`config.mk`:
```
export PLATFORM = sky130hd
export DESIGN_NAME = xpm_header_field_parser_flat
export DESIGN_NICKNAME = d
export VERILOG_FILES = /design/src/rtl/xhp_pkg.sv /design/src/rtl/xhp_req_if.sv /design/src/rtl/xhp_rsp_if.sv /design/src/rtl/xhp_parse_core.sv /design/src/rtl/xpm_header_field_parser.sv /design/src/flat_wrapper.sv
export SDC_FILE = /design/constraint.sdc
export NUM_CORES = 1
export LEC_CHECK = 0
export BUFFER_PORTS_ARGS = -buffer_cell sky130_fd_sc_hd__buf_2
export CORE_ASPECT_RATIO = 1.1
export CORE_MARGIN = 4
export CORE_UTILIZATION = 38
export CTS_BUF_LIST = sky130_fd_sc_hd__clkbuf_8
export CTS_CLUSTER_SIZE = 30
export DETAILED_ROUTE_END_ITERATION = 6
export PLACE_DENSITY_LB_ADDON = 0.25
export SLEW_MARGIN = 25
export SYNTH_ARGS = -nofsm -noshare
export SYNTH_HDL_FRONTEND = slang
export SYNTH_HIERARCHICAL = 1
export SYNTH_SLANG_ARGS = --single-unit
export TNS_END_PERCENT = 50
```
`constraint.sdc`:
```
create_clock -name clock -period 3.45 [get_ports clock]
set_input_delay 0.1725 -clock clock [delete_from_list [all_inputs] [get_ports clock]]
set_output_delay 0.1725 -clock clock [all_outputs]
set_load 0.1 [all_outputs]
```
`src/rtl/xhp_pkg.sv`:
```
`timescale 1ns / 1ps
// shared types, constants and the magic table for the xpm header parser
package xhp_pkg;

   localparam int VALUE_BITS_DEFAULT = 16;
   localparam int OUT_BITS = 16;
   localparam int MAGIC_LEN = 9;
   localparam int MAGIC_POS_BITS = 4;

   localparam logic [OUT_BITS-1:0] OUT_MAX = 16'hFFFF;

   localparam logic [7:0] CHAR_QUOTE = 8'h22;
   localparam logic [7:0] CHAR_SPACE = 8'h20;
   localparam logic [7:0] CHAR_ZERO = 8'h30;
   localparam logic [7:0] CHAR_NINE = 8'h39;

   typedef enum logic [2:0] {
      PH_MAGIC,
      PH_SEEK,
      PH_WIDTH,
      PH_HEIGHT,
      PH_COLORS,
      PH_DONE
   } phase_type;

   typedef enum logic [1:0] {
      ST_OK,
      ST_NOT_XPM,
      ST_MALFORMED,
      ST_INCOMPLETE
   } status_type;

   typedef struct packed {
      logic [7:0] byte_value;
      logic       first_byte;
      logic       last_byte;
   } req_word_type;

   typedef struct packed {
      logic [OUT_BITS-1:0] image_width;
      logic [OUT_BITS-1:0] image_height;
      logic [OUT_BITS-1:0] color_count;
      status_type          parse_status;
   } rsp_word_type;

   // "/* XPM */"
   function automatic logic [7:0] magic_byte(input logic [MAGIC_POS_BITS-1:0] pos);
      logic [7:0] b;
      case (pos)
         4'd0:    b = 8'h2F;
         4'd1:    b = 8'h2A;
         4'd2:    b = 8'h20;
         4'd3:    b = 8'h58;
         4'd4:    b = 8'h50;
         4'd5:    b = 8'h4D;
         4'd6:    b = 8'h20;
         4'd7:    b = 8'h2A;
         4'd8:    b = 8'h2F;
         default: b = 8'h00;
      endcase
      return b;
   endfunction

endpackage

```
`src/rtl/xhp_req_if.sv`:
```
`timescale 1ns / 1ps
// input channel: one file byte per word with start and end marks
interface xhp_req_if;
   logic       valid;
   logic       ready;
   logic [7:0] byte_value;
   logic       first_byte;
   logic       last_byte;

   modport source (output valid, output byte_value, output first_byte, output last_byte,
                   input ready);
   modport sink (input valid, input byte_value, input first_byte, input last_byte,
                 output ready);
endinterface

```
`src/rtl/xhp_rsp_if.sv`:
```
`timescale 1ns / 1ps
// result channel: header numbers and parse status
interface xhp_rsp_if;
   logic                           valid;
   logic                           ready;
   logic [xhp_pkg::OUT_BITS-1:0]   image_width;
   logic [xhp_pkg::OUT_BITS-1:0]   image_height;
   logic [xhp_pkg::OUT_BITS-1:0]   color_count;
   xhp_pkg::status_type            parse_status;

   modport source (output valid, output image_width, output image_height,
                   output color_count, output parse_status, input ready);
   modport sink (input valid, input image_width, input image_height,
                 input color_count, input parse_status, output ready);
endinterface

```
`src/rtl/xhp_parse_core.sv`:
```
`timescale 1ns / 1ps
// parser state machine: magic check, quote seek and decimal field accumulation
module xhp_parse_core #(
   parameter int VALUE_BITS = xhp_pkg::VALUE_BITS_DEFAULT
) (
   input  logic                  clock,
   input  logic                  reset,
   input  logic                  accept,
   input  xhp_pkg::req_word_type req_word,
   output logic                  res_valid,
   output xhp_pkg::rsp_word_type res_word
);

   localparam int SUM_BITS = VALUE_BITS + 4;
   localparam int WIDE_BITS = (VALUE_BITS > xhp_pkg::OUT_BITS) ? VALUE_BITS
                                                                 : xhp_pkg::OUT_BITS;
   localparam logic [VALUE_BITS-1:0] VALUE_LIMIT = {VALUE_BITS{1'b1}};

   xhp_pkg::phase_type                   phase_ff, phase_in, phase_cur;
   logic [xhp_pkg::MAGIC_POS_BITS-1:0]   mpos_ff, mpos_in, mpos_cur;
   logic [VALUE_BITS-1:0]                acc_ff, acc_in, acc_cur;
   logic [VALUE_BITS-1:0]                width_ff, width_in, width_cur;
   logic [VALUE_BITS-1:0]                height_ff, height_in, height_cur;

   logic                  is_digit;
   logic                  is_space;
   logic [SUM_BITS-1:0]   acc_sum;
   logic [VALUE_BITS-1:0] acc_next;
   logic                  decided;
   xhp_pkg::status_type   decided_status;
   xhp_pkg::phase_type    phase_mid;
   logic                  incomplete;

   function automatic logic [xhp_pkg::OUT_BITS-1:0] clamp_out(input logic [VALUE_BITS-1:0] v);
      logic [WIDE_BITS-1:0] w;
      w = WIDE_BITS'(v);
      return (w > WIDE_BITS'(xhp_pkg::OUT_MAX)) ? xhp_pkg::OUT_MAX
                                                : w[xhp_pkg::OUT_BITS-1:0];
   endfunction

   // a first word restarts the file before it is parsed
   always_comb begin
      if (req_word.first_byte) begin
         phase_cur  = xhp_pkg::PH_MAGIC;
         mpos_cur   = '0;
         acc_cur    = '0;
         width_cur  = '0;
         height_cur = '0;
      end else begin
         phase_cur  = phase_ff;
         mpos_cur   = mpos_ff;
         acc_cur    = acc_ff;
         width_cur  = width_ff;
         height_cur = height_ff;
      end
   end

   assign is_digit = (req_word.byte_value inside {[xhp_pkg::CHAR_ZERO:xhp_pkg::CHAR_NINE]});
   assign is_space = (req_word.byte_value == xhp_pkg::CHAR_SPACE);

   // acc * 10 + digit, saturated
   assign acc_sum = {acc_cur, 3'b000} + {2'b00, acc_cur, 1'b0}
                  + SUM_BITS'(req_word.byte_value[3:0]);
   assign acc_next = (|acc_sum[SUM_BITS-1:VALUE_BITS]) ? VALUE_LIMIT
                                                       : acc_sum[VALUE_BITS-1:0];

   // next state
   always_comb begin
      phase_in       = phase_cur;
      mpos_in        = mpos_cur;
      acc_in         = acc_cur;
      width_in       = width_cur;
      height_in      = height_cur;
      decided        = 1'b0;
      decided_status = xhp_pkg::ST_OK;
      case (phase_cur)
         xhp_pkg::PH_MAGIC: begin
            if (req_word.byte_value == xhp_pkg::magic_byte(mpos_cur)) begin
               mpos_in = mpos_cur + 1'b1;
               if (mpos_cur == xhp_pkg::MAGIC_POS_BITS'(xhp_pkg::MAGIC_LEN - 1)) begin
                  phase_in = xhp_pkg::PH_SEEK;
               end
            end else begin
               decided        = 1'b1;
               decided_status = xhp_pkg::ST_NOT_XPM;
            end
         end
         xhp_pkg::PH_SEEK: begin
            if (req_word.byte_value == xhp_pkg::CHAR_QUOTE) begin
               acc_in   = '0;
               phase_in = xhp_pkg::PH_WIDTH;
            end
         end
         xhp_pkg::PH_WIDTH, xhp_pkg::PH_HEIGHT, xhp_pkg::PH_COLORS: begin
            if (is_digit) begin
               acc_in = acc_next;
            end else if (is_space) begin
               acc_in = '0;
               if (phase_cur == xhp_pkg::PH_WIDTH) begin
                  width_in = acc_cur;
                  phase_in = xhp_pkg::PH_HEIGHT;
               end else if (phase_cur == xhp_pkg::PH_HEIGHT) begin
                  height_in = acc_cur;
                  phase_in  = xhp_pkg::PH_COLORS;
               end else begin
                  decided        = 1'b1;
                  decided_status = xhp_pkg::ST_OK;
               end
            end else begin
               decided        = 1'b1;
               decided_status = xhp_pkg::ST_MALFORMED;
            end
         end
         default: begin
            phase_in = xhp_pkg::PH_DONE;
         end
      endcase
      phase_mid  = phase_in;
      incomplete = req_word.last_byte && !decided && (phase_in != xhp_pkg::PH_DONE);
      if (decided || incomplete) begin
         phase_in = xhp_pkg::PH_DONE;
      end
   end

   // result word
   always_comb begin
      res_valid             = 1'b0;
      res_word.image_width  = '0;
      res_word.image_height = '0;
      res_word.color_count  = '0;
      res_word.parse_status = xhp_pkg::ST_OK;
      if (decided) begin
         res_valid             = 1'b1;
         res_word.parse_status = decided_status;
         case (decided_status)
            xhp_pkg::ST_OK: begin
               res_word.image_width  = clamp_out(width_cur);
               res_word.image_height = clamp_out(height_cur);
               res_word.color_count  = clamp_out(acc_cur);
            end
            xhp_pkg::ST_MALFORMED: begin
               if (phase_cur > xhp_pkg::PH_WIDTH) begin
                  res_word.image_width = clamp_out(width_cur);
               end
               if (phase_cur > xhp_pkg::PH_HEIGHT) begin
                  res_word.image_height = clamp_out(height_cur);
               end
            end
            default: begin
            end
         endcase
      end else if (incomplete) begin
         // stream ended before a decision: report what was completed
         res_valid             = 1'b1;
         res_word.parse_status = xhp_pkg::ST_INCOMPLETE;
         if (phase_mid > xhp_pkg::PH_WIDTH) begin
            res_word.image_width = clamp_out(width_in);
         end
         if (phase_mid > xhp_pkg::PH_HEIGHT) begin
            res_word.image_height = clamp_out(height_in);
         end
      end
   end

   always_ff @(posedge clock) begin
      if (reset) begin
         phase_ff  <= xhp_pkg::PH_MAGIC;
         mpos_ff   <= '0;
         acc_ff    <= '0;
         width_ff  <= '0;
         height_ff <= '0;
      end else if (accept) begin
         phase_ff  <= phase_in;
         mpos_ff   <= mpos_in;
         acc_ff    <= acc_in;
         width_ff  <= width_in;
         height_ff <= height_in;
      end
   end

endmodule

```
`src/rtl/xpm_header_field_parser.sv`:
```
`timescale 1ns / 1ps
// top level of the xpm header parser: parse core plus result register
//
// channel  dir  words                    payload
// req_chan in   one per file byte        byte_value, first_byte, last_byte
// rsp_chan out  at most one per req word image_width, image_height, color_count,
//                                         parse_status
//
// one req word per cycle while req_chan.ready is high; the parse state machine updates in the accept cycle
// a result appears on rsp_chan the cycle after the deciding byte
// req_chan.ready is high while the result register is empty or being read
// synchronous reset returns the parser to the magic check with all numbers zero
module xpm_header_field_parser #(
   parameter int VALUE_BITS = xhp_pkg::VALUE_BITS_DEFAULT
) (
   input  logic       clock,
   input  logic       reset,
   xhp_req_if.sink    req_chan,
   xhp_rsp_if.source  rsp_chan
);

   xhp_pkg::req_word_type req_word;
   xhp_pkg::rsp_word_type res_word;
   logic                  res_valid;
   logic                  accept;

   logic                  out_valid_ff, out_valid_in;
   xhp_pkg::rsp_word_type out_word_ff;

   assign req_word.byte_value = req_chan.byte_value;
   assign req_word.first_byte = req_chan.first_byte;
   assign req_word.last_byte  = req_chan.last_byte;

   assign req_chan.ready = !out_valid_ff || rsp_chan.ready;
   assign accept         = req_chan.valid && req_chan.ready;

   xhp_parse_core #(
      .VALUE_BITS(VALUE_BITS)
   ) u_core (
      .clock     (clock),
      .reset     (reset),
      .accept    (accept),
      .req_word  (req_word),
      .res_valid (res_valid),
      .res_word  (res_word)
   );

   always_comb begin
      out_valid_in = out_valid_ff;
      if (accept) begin
         out_valid_in = res_valid;
      end else if (rsp_chan.ready) begin
         out_valid_in = 1'b0;
      end
   end

   always_ff @(posedge clock) begin
      if (reset) begin
         out_valid_ff <= 1'b0;
      end else begin
         out_valid_ff <= out_valid_in;
      end
   end

   always_ff @(posedge clock) begin
      if (accept && res_valid) begin
         out_word_ff <= res_word;
      end
   end

   assign rsp_chan.valid        = out_valid_ff;
   assign rsp_chan.image_width  = out_word_ff.image_width;
   assign rsp_chan.image_height = out_word_ff.image_height;
   assign rsp_chan.color_count  = out_word_ff.color_count;
   assign rsp_chan.parse_status = out_word_ff.parse_status;

endmodule
```
`src/flat_wrapper.sv`:
```
// flat-port wrapper written by rule: the top's interface ports become plain ports
module xpm_header_field_parser_flat 
#(
   parameter int VALUE_BITS = xhp_pkg::VALUE_BITS_DEFAULT
)
  (clock, reset, req_chan_valid, req_chan_byte_value, req_chan_first_byte, req_chan_last_byte, req_chan_ready, rsp_chan_valid, rsp_chan_image_width, rsp_chan_image_height, rsp_chan_color_count, rsp_chan_parse_status, rsp_chan_ready);
  xhp_req_if req_chan_i ();
  xhp_rsp_if rsp_chan_i ();
  input  logic clock;
  input  logic reset;
  input wire logic [$bits(req_chan_i.valid)-1:0] req_chan_valid;
  input wire logic [$bits(req_chan_i.byte_value)-1:0] req_chan_byte_value;
  input wire logic [$bits(req_chan_i.first_byte)-1:0] req_chan_first_byte;
  input wire logic [$bits(req_chan_i.last_byte)-1:0] req_chan_last_byte;
  output wire logic [$bits(req_chan_i.ready)-1:0] req_chan_ready;
  output wire logic [$bits(rsp_chan_i.valid)-1:0] rsp_chan_valid;
  output wire logic [$bits(rsp_chan_i.image_width)-1:0] rsp_chan_image_width;
  output wire logic [$bits(rsp_chan_i.image_height)-1:0] rsp_chan_image_height;
  output wire logic [$bits(rsp_chan_i.color_count)-1:0] rsp_chan_color_count;
  output wire logic [$bits(rsp_chan_i.parse_status)-1:0] rsp_chan_parse_status;
  input wire logic [$bits(rsp_chan_i.ready)-1:0] rsp_chan_ready;
  assign req_chan_i.valid = req_chan_valid;
  assign req_chan_i.byte_value = req_chan_byte_value;
  assign req_chan_i.first_byte = req_chan_first_byte;
  assign req_chan_i.last_byte = req_chan_last_byte;
  assign req_chan_ready = req_chan_i.ready;
  assign rsp_chan_valid = rsp_chan_i.valid;
  assign rsp_chan_image_width = rsp_chan_i.image_width;
  assign rsp_chan_image_height = rsp_chan_i.image_height;
  assign rsp_chan_color_count = rsp_chan_i.color_count;
  assign rsp_chan_parse_status = rsp_chan_i.parse_status;
  assign rsp_chan_i.ready = rsp_chan_ready;
  xpm_header_field_parser #(.VALUE_BITS(VALUE_BITS)) u_core (.clock(clock), .reset(reset), .req_chan(req_chan_i), .rsp_chan(rsp_chan_i));
endmodule
```
Word level (Yosys, flattened, before mapping)
Memory sizes are Yosys's and may differ from the RTL's.
Cells that the tools add are included.
Storage, ports and cells
  memories kept: 1
  memory bits (read-only): 112
  register bits after elaboration: 106
  input port bits: 14
  logic and storage cells: 109
  output and inout port bits: 52
Memory list
  (name not given): words 16, width 7, rd ports 1, clocked after memory_dff 0, write ports 0, RTL line xhp_pkg.sv:49  | case (pos)
Operators by class
  add/subtract/negate cells: 3
  reduce and logical (&&, ||, !) cells: 15
  magnitude comparators: 11
  multiplexer cells: 59
  equal/unequal tests: 10
Operators by type and width (number)
  $mux W16: 25
  $gt A16 B16 Y1 const B: 5
  $mux W32: 2
  $pmux W32 S2: 1
  $pmux W16 S2: 1
  $mux W3: 9
  $add A19 B17 Y20: 1
  $add A20 B4 Y20: 1
  $eq A8 B6 Y1 const B: 2
  $gt A3 B2 Y1 const B: 4
  $mux W4: 3
  $mux W1: 10
  $pmux W3 S3: 1
  $eq A8 B8 Y1: 1
  $ge A8 B6 Y1 const B: 1
  $le A8 B6 Y1 const B: 1
  $mux W2: 4
  $mux W8: 1
  $eq A3 B2 Y1 const B: 2
  $logic_and A1 B1 Y1: 5
  $add A4 B1 Y4 const B: 1
  $eq A4 B4 Y1 const B: 1
  $pmux W2 S2: 1
  $reduce_or A4 Y1: 1
  other kinds (12): 14

Longest topological paths before layout
Gate-level depths: netlist of the first run.
  depth after elaboration: 13
  gate-level depth with buffers: 19
  gate-level depth less buffers: 15

Modules after synthesis
Netlist of the first run, hierarchy kept.
By module, submodules not included
  xhp_parse_core: area an instance 4424.2 µm², cells each 605, seq. area each 1101.1 µm², times used 1
  xpm_header_field_parser: area an instance 1569.0 µm², cells each 56, seq. area each 1521.5 µm², times used 1

Least setup slack after synthesis of the first run
Ideal clock, no wire load.
  kind: input -> register
  start: input req_chan_first_byte
  end: register u_core.out_word_ff, in the netlist u_core/rsp_chan.color_count[0] (enable)
  library setup time: 0.391 ns
  data arrival time: 3.155 ns
  slack: -0.096 ns
  stages on the path: 17
  buffers on the path: 3
  data required time: 3.059 ns
  cell sequence: buf_4 -> inv_1 -> buf_2 -> clkbuf_1 -> nand2_1 -> inv_1 -> ha_1 -> nor2b_1 -> o311ai_0 -> xor2_1 -> nor3b_1 -> nand4_1 -> or3_1 -> o21ai_2 -> inv_1 -> nand2_2 -> nor2b_4
On the way
  cells in the longest elaborated chain, start to end: 13
  elaborated cells between the ends (all ways): 33
  those cells by class: 7 x eq/ne; 19 x mux; 6 x reduce/logical; 1 x memory
Ends and longest elaborated chain
  start: declaration: RTL line flat_wrapper.sv:13  | input wire logic [$bits(req_chan_i.first_byte)-1:0] req_chan_first_byte;
  parallel branches: the longest is 11 deep, another holds $mem_v2 Z16 W7
  $mux W1 (*): RTL line xhp_parse_core.sv:132  | if (decided) begin
  via u_core.res_valid: RTL line xpm_header_field_parser.sv:24  | logic res_valid;
  $logic_and A1 B1 Y1 (*): RTL line xpm_header_field_parser.sv:66  | if (accept && res_valid) begin
  end signal: assignment: RTL line xpm_header_field_parser.sv:67  | out_word_ff <= res_word;
  end: declaration: RTL line xpm_header_field_parser.sv:28  | xhp_pkg::rsp_word_type out_word_ff;
Mark *: on every way through the listed nets, which the timed path passes. The select of a mux whose other input is x is not followed.
A chain may end at the register's enable or synchronous reset.

Worst setup path in the final report of the first run
  start: register u_core.u_core.acc_ff[0]
  end: register u_core.u_core.acc_ff[9]
On the way
  cells in the longest elaborated chain, start to end: 7
Ends and longest elaborated chain
  start: declaration: RTL line xhp_parse_core.sv:21  | logic [VALUE_BITS-1:0] acc_ff, acc_in, acc_cur;
  start signal: assignment: RTL line xhp_parse_core.sv:175  | acc_ff <= acc_in;
  $mux W16 (*): RTL line xhp_parse_core.sv:43  | if (req_word.first_byte) begin
  $add A19 B17 Y20 (*): RTL line xhp_parse_core.sv:62  | assign acc_sum = {acc_cur, 3'b000} + {2'b00, acc_cur, 1'b0}
  $add A20 B4 Y20 (*): RTL line xhp_parse_core.sv:63  | + SUM_BITS'(req_word.byte_value[3:0]);
  $reduce_or A4 Y1: RTL line xhp_parse_core.sv:64  | assign acc_next = (|acc_sum[SUM_BITS-1:VALUE_BITS]) ? VALUE_LIMIT
  $mux W16 (*): RTL line xhp_parse_core.sv:64
  $mux W16 (*): RTL line xhp_parse_core.sv:95  | if (is_digit) begin
  $pmux W16 S2 (*): RTL line xhp_parse_core.sv:76  | case (phase_cur)
Mark *: on every way between the ends. The rest lies on a longest branch, timed or not.

==> results of run 1 <==
-- layout by cell type (no fill, tap or decap), types with 16 or more instances in the layout --
master,synthesis,layout
nand3_1,16,16
edfxtp_1,50,50
inv_1,28,29
buf_4,1,51
nor2_1,70,69
ha_1,36,36
buf_2,10,65
nand2_1,88,87
a21oi_1,27,26
o21ai_0,54,54
a22oi_1,32,32
dfxtp_1,56,56
-- per-layer routing --
layer  global-route usage (%)  share of wire [%]  up-vias
li1                         -                  -     2583
met1                     25.1                 47     2545
met2                     29.2                 46      163
met3                     2.72                5.5       10
met4                     3.69               0.91        0
met5                        0                  0        -
-- metrics by stage --
step                setup slack, ns  cell area [sq um]   TNS, ns
finish                        0.199               7060         0
global placement            -0.0575               6800    -0.360
global route               -0.00941               7060  -0.00941
CTS                          0.0587               7030         0
detailed placement           -0.106               6810    -0.730
floorplan                   -0.0152               5990   -0.0305
-- worst max-delay path: cells and delay by family (launching register included) --
family / cells / cell delay (ns)
compound gates: 4 / 0.86
simple gates: 4 / 0.55
mux: 1 / 0.36
fa+ha+maj: 2 / 0.73
flops: 1 / 0.36
buf+inv: 2 / 0.19
xor+xnor: 1 / 0.08
-- cell type report --
class                           instances  area [sq um]  share of cell area (%)
Clock buffer                            9           124                    1.75
Clock inverter                          7          90.1                    1.28
Inverter                               28           105                    1.49
Multi-Input combinational cell        490          3130                    44.4
Sequential cell                       106          2620                    37.2
Tap cell                              196           245                    3.47
Timing Repair Buffer                  118           739                    10.5
-- power breakdown --
part	total (W)	leakage [nW]	switching (W)	internal (W)
Clock	0.000835	0.113	0.000427	0.000408
Combinational	0.000485	1.91	0.000405	0.0000797
Sequential	0.00137	0.950	0.0000153	0.00136
Total	0.00269	2.97	0.000848	0.00184
-- worst max path at each step --
| stage | endpoint | depth (start not counted) |
|---|---|---|
| after floorplan | u_core/u_core/acc_ff[10] | 19 |
| after global placement | u_core/u_core/acc_ff[0] | 16 |
| after detailed placement | u_core/u_core/acc_ff[12] | 16 |
| after CTS | u_core/u_core/acc_ff[9] | 14 |
| after global routing | u_core/u_core/acc_ff[9] | 14 |
| final | u_core/u_core/acc_ff[9] | 14 |
-- flip-flops by register name (all words and copies together), names as in the netlist --
register and cells:
u_core/rsp_chan.color_count 16, u_core/rsp_chan.image_height 16, u_core/rsp_chan.image_width 16, u_core/u_core/acc_ff 16
u_core/u_core/height_ff 16, u_core/u_core/width_ff 16, u_core/u_core/mpos_ff 4, u_core/u_core/phase_ff 3
u_core/rsp_chan.parse_status 2, u_core/rsp_chan.valid 1
-- cell families after synthesis --
| logic type | synth area share (%) |
|---|---|
| mux | 0.376 |
| fa+ha+maj | 7.85 |
| xor+xnor | 2.34 |
| simple gates | 19.3 |
| compound gates | 21.8 |
| flops | 43.8 |
| buf+inv | 4.63 |
==> impl_metrics.json, run 1 <==
{
  "worst_slew_pin_slew_ns": 0.908,
  "synth.cell_area_sq_um": 5990,
  "status": "finished clean",
  "die_h_um": 140,
  "period_share_pct": 94.2,
  "cts_buffers": 9,
  "drtAntennaViolNets": 0,
  "synth.yosys.seq_area_share_pct": 43.8,
  "grt_pass1_wl_mm": 26.2,
  "path_max_fanout": 8,
  "post_drt_via_cell_ratio": 5.56,
  "slew_headroom_pct": 39.3,
  "port-buffer-count": 65,
  "rows": 47,
  "fmax_ghz": 0.308,
  "reg2reg_setup_slack_ns": 0.20,
  "cts-root-buf": "clkbuf_8",
  "wl_per_cell_um": 16.8,
  "yosys_warnings": 6,
  "grt_pass1_vias": 4971,
  "cts.repair.resized": 2,
  "clk-insertion-delay-late_ns": 0.38,
  "synth_top_area_cell": "edfxtp_1",
  "finalPower_w": 0.00269,
  "fin_crit_ns": 3.25,
  "fin_util_pct": 46.2,
  "clk_pin_slew_ns": 0.12,
  "critPathMaxStageDelay_ns": 0.43,
  "synth_edf_count": 50,
  "clock-sinks": 106,
  "drt_wl_total_mm": 16.0,
  "async_reset_ff_share_pct": 0,
  "slew_violations": 0,
  "diodes": 0,
  "drive_gt1_share_pct": 21.1,
  "area_growth_pct": 17.8,
  "max-vdd-ir-drop_mv": 0.186,
  "critical_path.slowest_cell": "fa_1",
  "nets": 804,
  "overflow": 0,
  "drtIter0Drc": 466,
  "hold_violations": 0,
  "crit_chain": "nor2b_4 > xor2_1 > ha_1 > inv_1 > fa_1 > nand2b_1 > a21o_1 > a211o_1 > a21oi_2 > mux2_2 > nor2_4 > buf_6 > nand4_1 > a22o_1",
  "synth_nets": 712,
  "ys_ff_latch": 106,
  "p_leak_nw": 2.97,
  "detailed_place_hpwl_mm": 12.1,
  "ys.flop_type": "dfxtp_1",
  "cp.required_ns": 3.71,
  "setup_viol": 0,
  "antenna_found_initial": 0,
  "startpoint": "u_core/u_core/acc_ff[0]",
  "critPathKind": "register to register",
  "die_area_sq_um": 17800,
  "syn_area_per_cell_sq_um": 9.07,
  "maxCapViolations": 0,
  "synthTopCellsByArea": "edfxtp_1, dfxtp_1, ha_1",
  "cp-start-kind": "register",
  "place_inst": 938,
  "synth_commonest_cells": "nand2_1, nor2_1, dfxtp_1",
  "cp-end-kind": "register",
  "grt_max_degree": 45,
  "r2r-start": "u_core/u_core/acc_ff[0]",
  "hold_slack_ns": 0.0848,
  "clock_path_buffers": 2,
  "dr_total_vias": 5301,
  "globalplace.congestion": 0.913,
  "skew_ns": 0.0269,
  "reg2reg_depth": 14,
  "core_sq_um": 15300,
  "track_usage_pct": 17.9,
  "whs_path_depth": 3,
  "syn_inst": 661,
  "final_cells": 954,
  "ctsHtreeMaxLevel": 3,
  "num-fill-cells": 1510,
  "r2r_end": "u_core/u_core/acc_ff[9]",
  "cp.arrival_ns": 3.51,
  "powerDensity_nw_per_um2": 381,
  "die_x_um": 128,
  "hold_class": "primary input to register",
  "holdPathEnd": "u_core/rsp_chan.valid",
  "postCtsSetupRepairBufs": 0,
  "drtPass1Iterations": 5,
  "ys_types": 69,
  "cts_hold_buf": 0,
  "io_pins": 66,
  "hp-start": "rsp_chan_ready",
  "initial_core_util_pct": 39.2,
  "synth_top_area_share_pct": 25.1,
  "synth_most_common_cell": "nand2_1",
  "drc": 0,
  "cts_tree": "built"
}
(Power assumes the default switching activity.)
==> inputs of run 2 (changes only) <==
Settings changed: BUFFER_PORTS_ARGS -buffer_cell sky130_fd_sc_hd__buf_2 to default, DONT_BUFFER_PORTS from default to 1.
==> run 2 against run 1 <==
Against the previous run:
- largest cell class unchanged
- maximum frequency decreased by 0.66%
- clock power shrank 13%
- critical path depth increased by 1
- sequential cell count did not move
- hold slack got worse by 0.017 ns
- largest power group unchanged
- combinational power decreased by 66%
- first-iteration DRC count up 17%
- highest routed layer unchanged
- clock skew is 0.0067 ns lower
==> impl_metrics.json, run 2 (synthesized netlist as in run 1, its figures left out) <==
{
  "maxCapViolations": 0,
  "final_common_cell": "nand2_1",
  "cts_buffers": 9,
  "powerDensity_nw_per_um2": 384,
  "ctsHtreeMaxLevel": 3,
  "critPathKind": "register to register",
  "skew_ns": 0.0202,
  "place_inst": 853,
  "rsz0062_at_grt": "true",
  "slew_headroom_pct": 39.6,
  "final.setup.worst_slack_ns": 0.178,
  "crit_chain": "nand2_1 > inv_1 > ha_1 > ha_2 > inv_1 > fa_1 > nand2b_1 > a21o_1 > a211o_1 > a21oi_2 > mux2_2 > nor2_4 > buf_6 > a31oi_1 > a22o_1",
  "status": "finished clean",
  "clk-insertion-delay-late_ns": 0.39,
  "critPathMaxStageDelay_ns": 0.37,
  "period_share_pct": 94.9,
  "die_h_um": 140,
  "grt_max_degree": 43,
  "detailed_place_hpwl_mm": 11.9,
  "slew_violations": 0,
  "power_switching_w": 0.000842,
  "overflow": 0,
  "cts-root-buf": "clkbuf_8",
  "drc": 0,
  "setup_viol": 0,
  "reg2reg_depth": 15,
  "drtIter0Drc": 544,
  "hold_class": "primary input to register",
  "cp_num_cells": 15,
  "port-buffer-count": 0,
  "nets": 725,
  "worst_slew_pin_slew_ns": 0.908,
  "most-common-layout-cells": "nand2_1, nor2_1, dfxtp_1, o21ai_0, edfxtp_1",
  "clock_path_buffers": 2,
  "area_growth_pct": 10.3,
  "drtAntennaViolNets": 0,
  "die_x_um": 128,
  "p_leak_nw": 2.61,
  "intPower_w": 0.00169,
  "initial_core_util_pct": 39.2,
  "wl_per_cell_um": 18.5,
  "dr_total_vias": 5047,
  "cp-start-kind": "register",
  "whs_path_depth": 2,
  "netSwitchingFraction_pct": 33.2,
  "clock-sinks": 106,
  "cp_num_buf_inv": 3,
  "drtPass1Iterations": 5,
  "critical_path.slowest_cell": "fa_1",
  "crit_top_cell": "inv_1",
  "drt_wl_total_mm": 16.2,
  "clk_pin_slew_ns": 0.11,
  "cp.arrival_ns": 3.55,
  "final_cells": 875,
  "cts_tree": "built",
  "track_usage_pct": 18.0,
  "dp_slack_ns": -0.0245,
  "io_pins": 66,
  "postCtsSetupRepairBufs": 0,
  "diodes": 0,
  "die_area_sq_um": 17800,
  "max-vdd-ir-drop_mv": 0.186,
  "antenna_found_initial": 0,
  "combPwrFrac_pct": 6.6,
  "fin_crit_ns": 3.27,
  "cp-end-kind": "register",
  "hold_violations": 0,
  "fmax_ghz": 0.306,
  "grt_pass1_wl_mm": 25.9,
  "post_drt_via_cell_ratio": 5.77,
  "globalplace.congestion": 0.875,
  "rows": 47,
  "critPathTopFamily": "compound AO/OA/AOI/OAI gates",
  "core_sq_um": 15300,
  "seqPwrFrac_pct": 64.7,
  "drive_gt1_share_pct": 11.2,
  "clockPowerShare_pct": 28.7,
  "cp.required_ns": 3.73,
  "grt_pass1_vias": 4762,
  "path_max_fanout": 8
}
==> run 2: cell count changes in the layout (fill, tap and decap cells not counted), sizes merged <==
cell	previous run	this run
buf	118	34
dlygate4sd3	0	5
bufinv	2	0
clkbuf	9	10
clkinvlp	0	1
==> run 2: worst paths after layout <==
kind,startpoint,endpoint,slack (ns)
max,u_core/u_core/acc_ff[1],u_core/u_core/acc_ff[7],0.18
min,reset,u_core/u_core/phase_ff[0],0.07
max reg2reg,u_core/u_core/acc_ff[1],u_core/u_core/acc_ff[7],0.18
min reg2reg,u_core/u_core/acc_ff[13],u_core/u_core/acc_ff[13],0.48
==> run 2: timing repair <==
| action | CTS | global route |
|---|---|---|
| setup endpoints to repair | 10 | 36 |
| hold endpoints to repair | 42 | 0 |
| hold buffers | 6 | 0 |
| resized for setup | 2 | 8 |
| pin swaps | 0 | 0 |
==> run 2: final cells by class <==
cell class              instances  area (sq um)
clock buffers                  10           138
fillers                      1457          8680
repair buffers                 39           334
multi-input cells             490          3120
flip-flops and latches        106          2620
well taps                     196           245
inverters                      28           105
clock inverters                 6          42.5
==> run 2: stage by stage <==
| step | total power (W) | TNS (ns) | instance area, sq um | util (%) | hold WS (ns) |
|---|---|---|---|---|---|
| finish | 0.00254 | 0 | 6610 | 43.2 | 0.0679 |
| global route | 0.00262 | -0.00389 | 6610 | 43.2 | 0.0648 |
| CTS | 0.00255 | 0 | 6590 | 43.1 | 0.0571 |
| detailed placement | 0.00182 | -0.0438 | 6330 | 41.4 | 0.245 |
| global placement | 0.00182 | 0 | 6330 | 41.4 | 0.243 |
| floorplan | 0.00179 | -0.0305 | 5990 | - | 0.242 |
==> run 2: power groups by stage <==
| stage | logic, W | clock network [W] | registers, W |
|---|---|---|---|
| floorplan | 0.000119 | 0 | 0.00167 |
| global placement | 0.000145 | 0 | 0.00167 |
| detailed placement | 0.000149 | 0 | 0.00167 |
| CTS | 0.000166 | 0.000745 | 0.00164 |
| global route | 0.000181 | 0.000792 | 0.00165 |
| finish | 0.000167 | 0.000728 | 0.00164 |
==> run 2: routing by layer <==
| metal | share of wire [%] | global-route usage (%) |
|---|---|---|
| met2 | 48 | 29.6 |
| met5 | 0 | 0 |
| met4 | 0.93 | 4.41 |
| met1 | 45 | 24.3 |
| met3 | 6.2 | 3.64 |
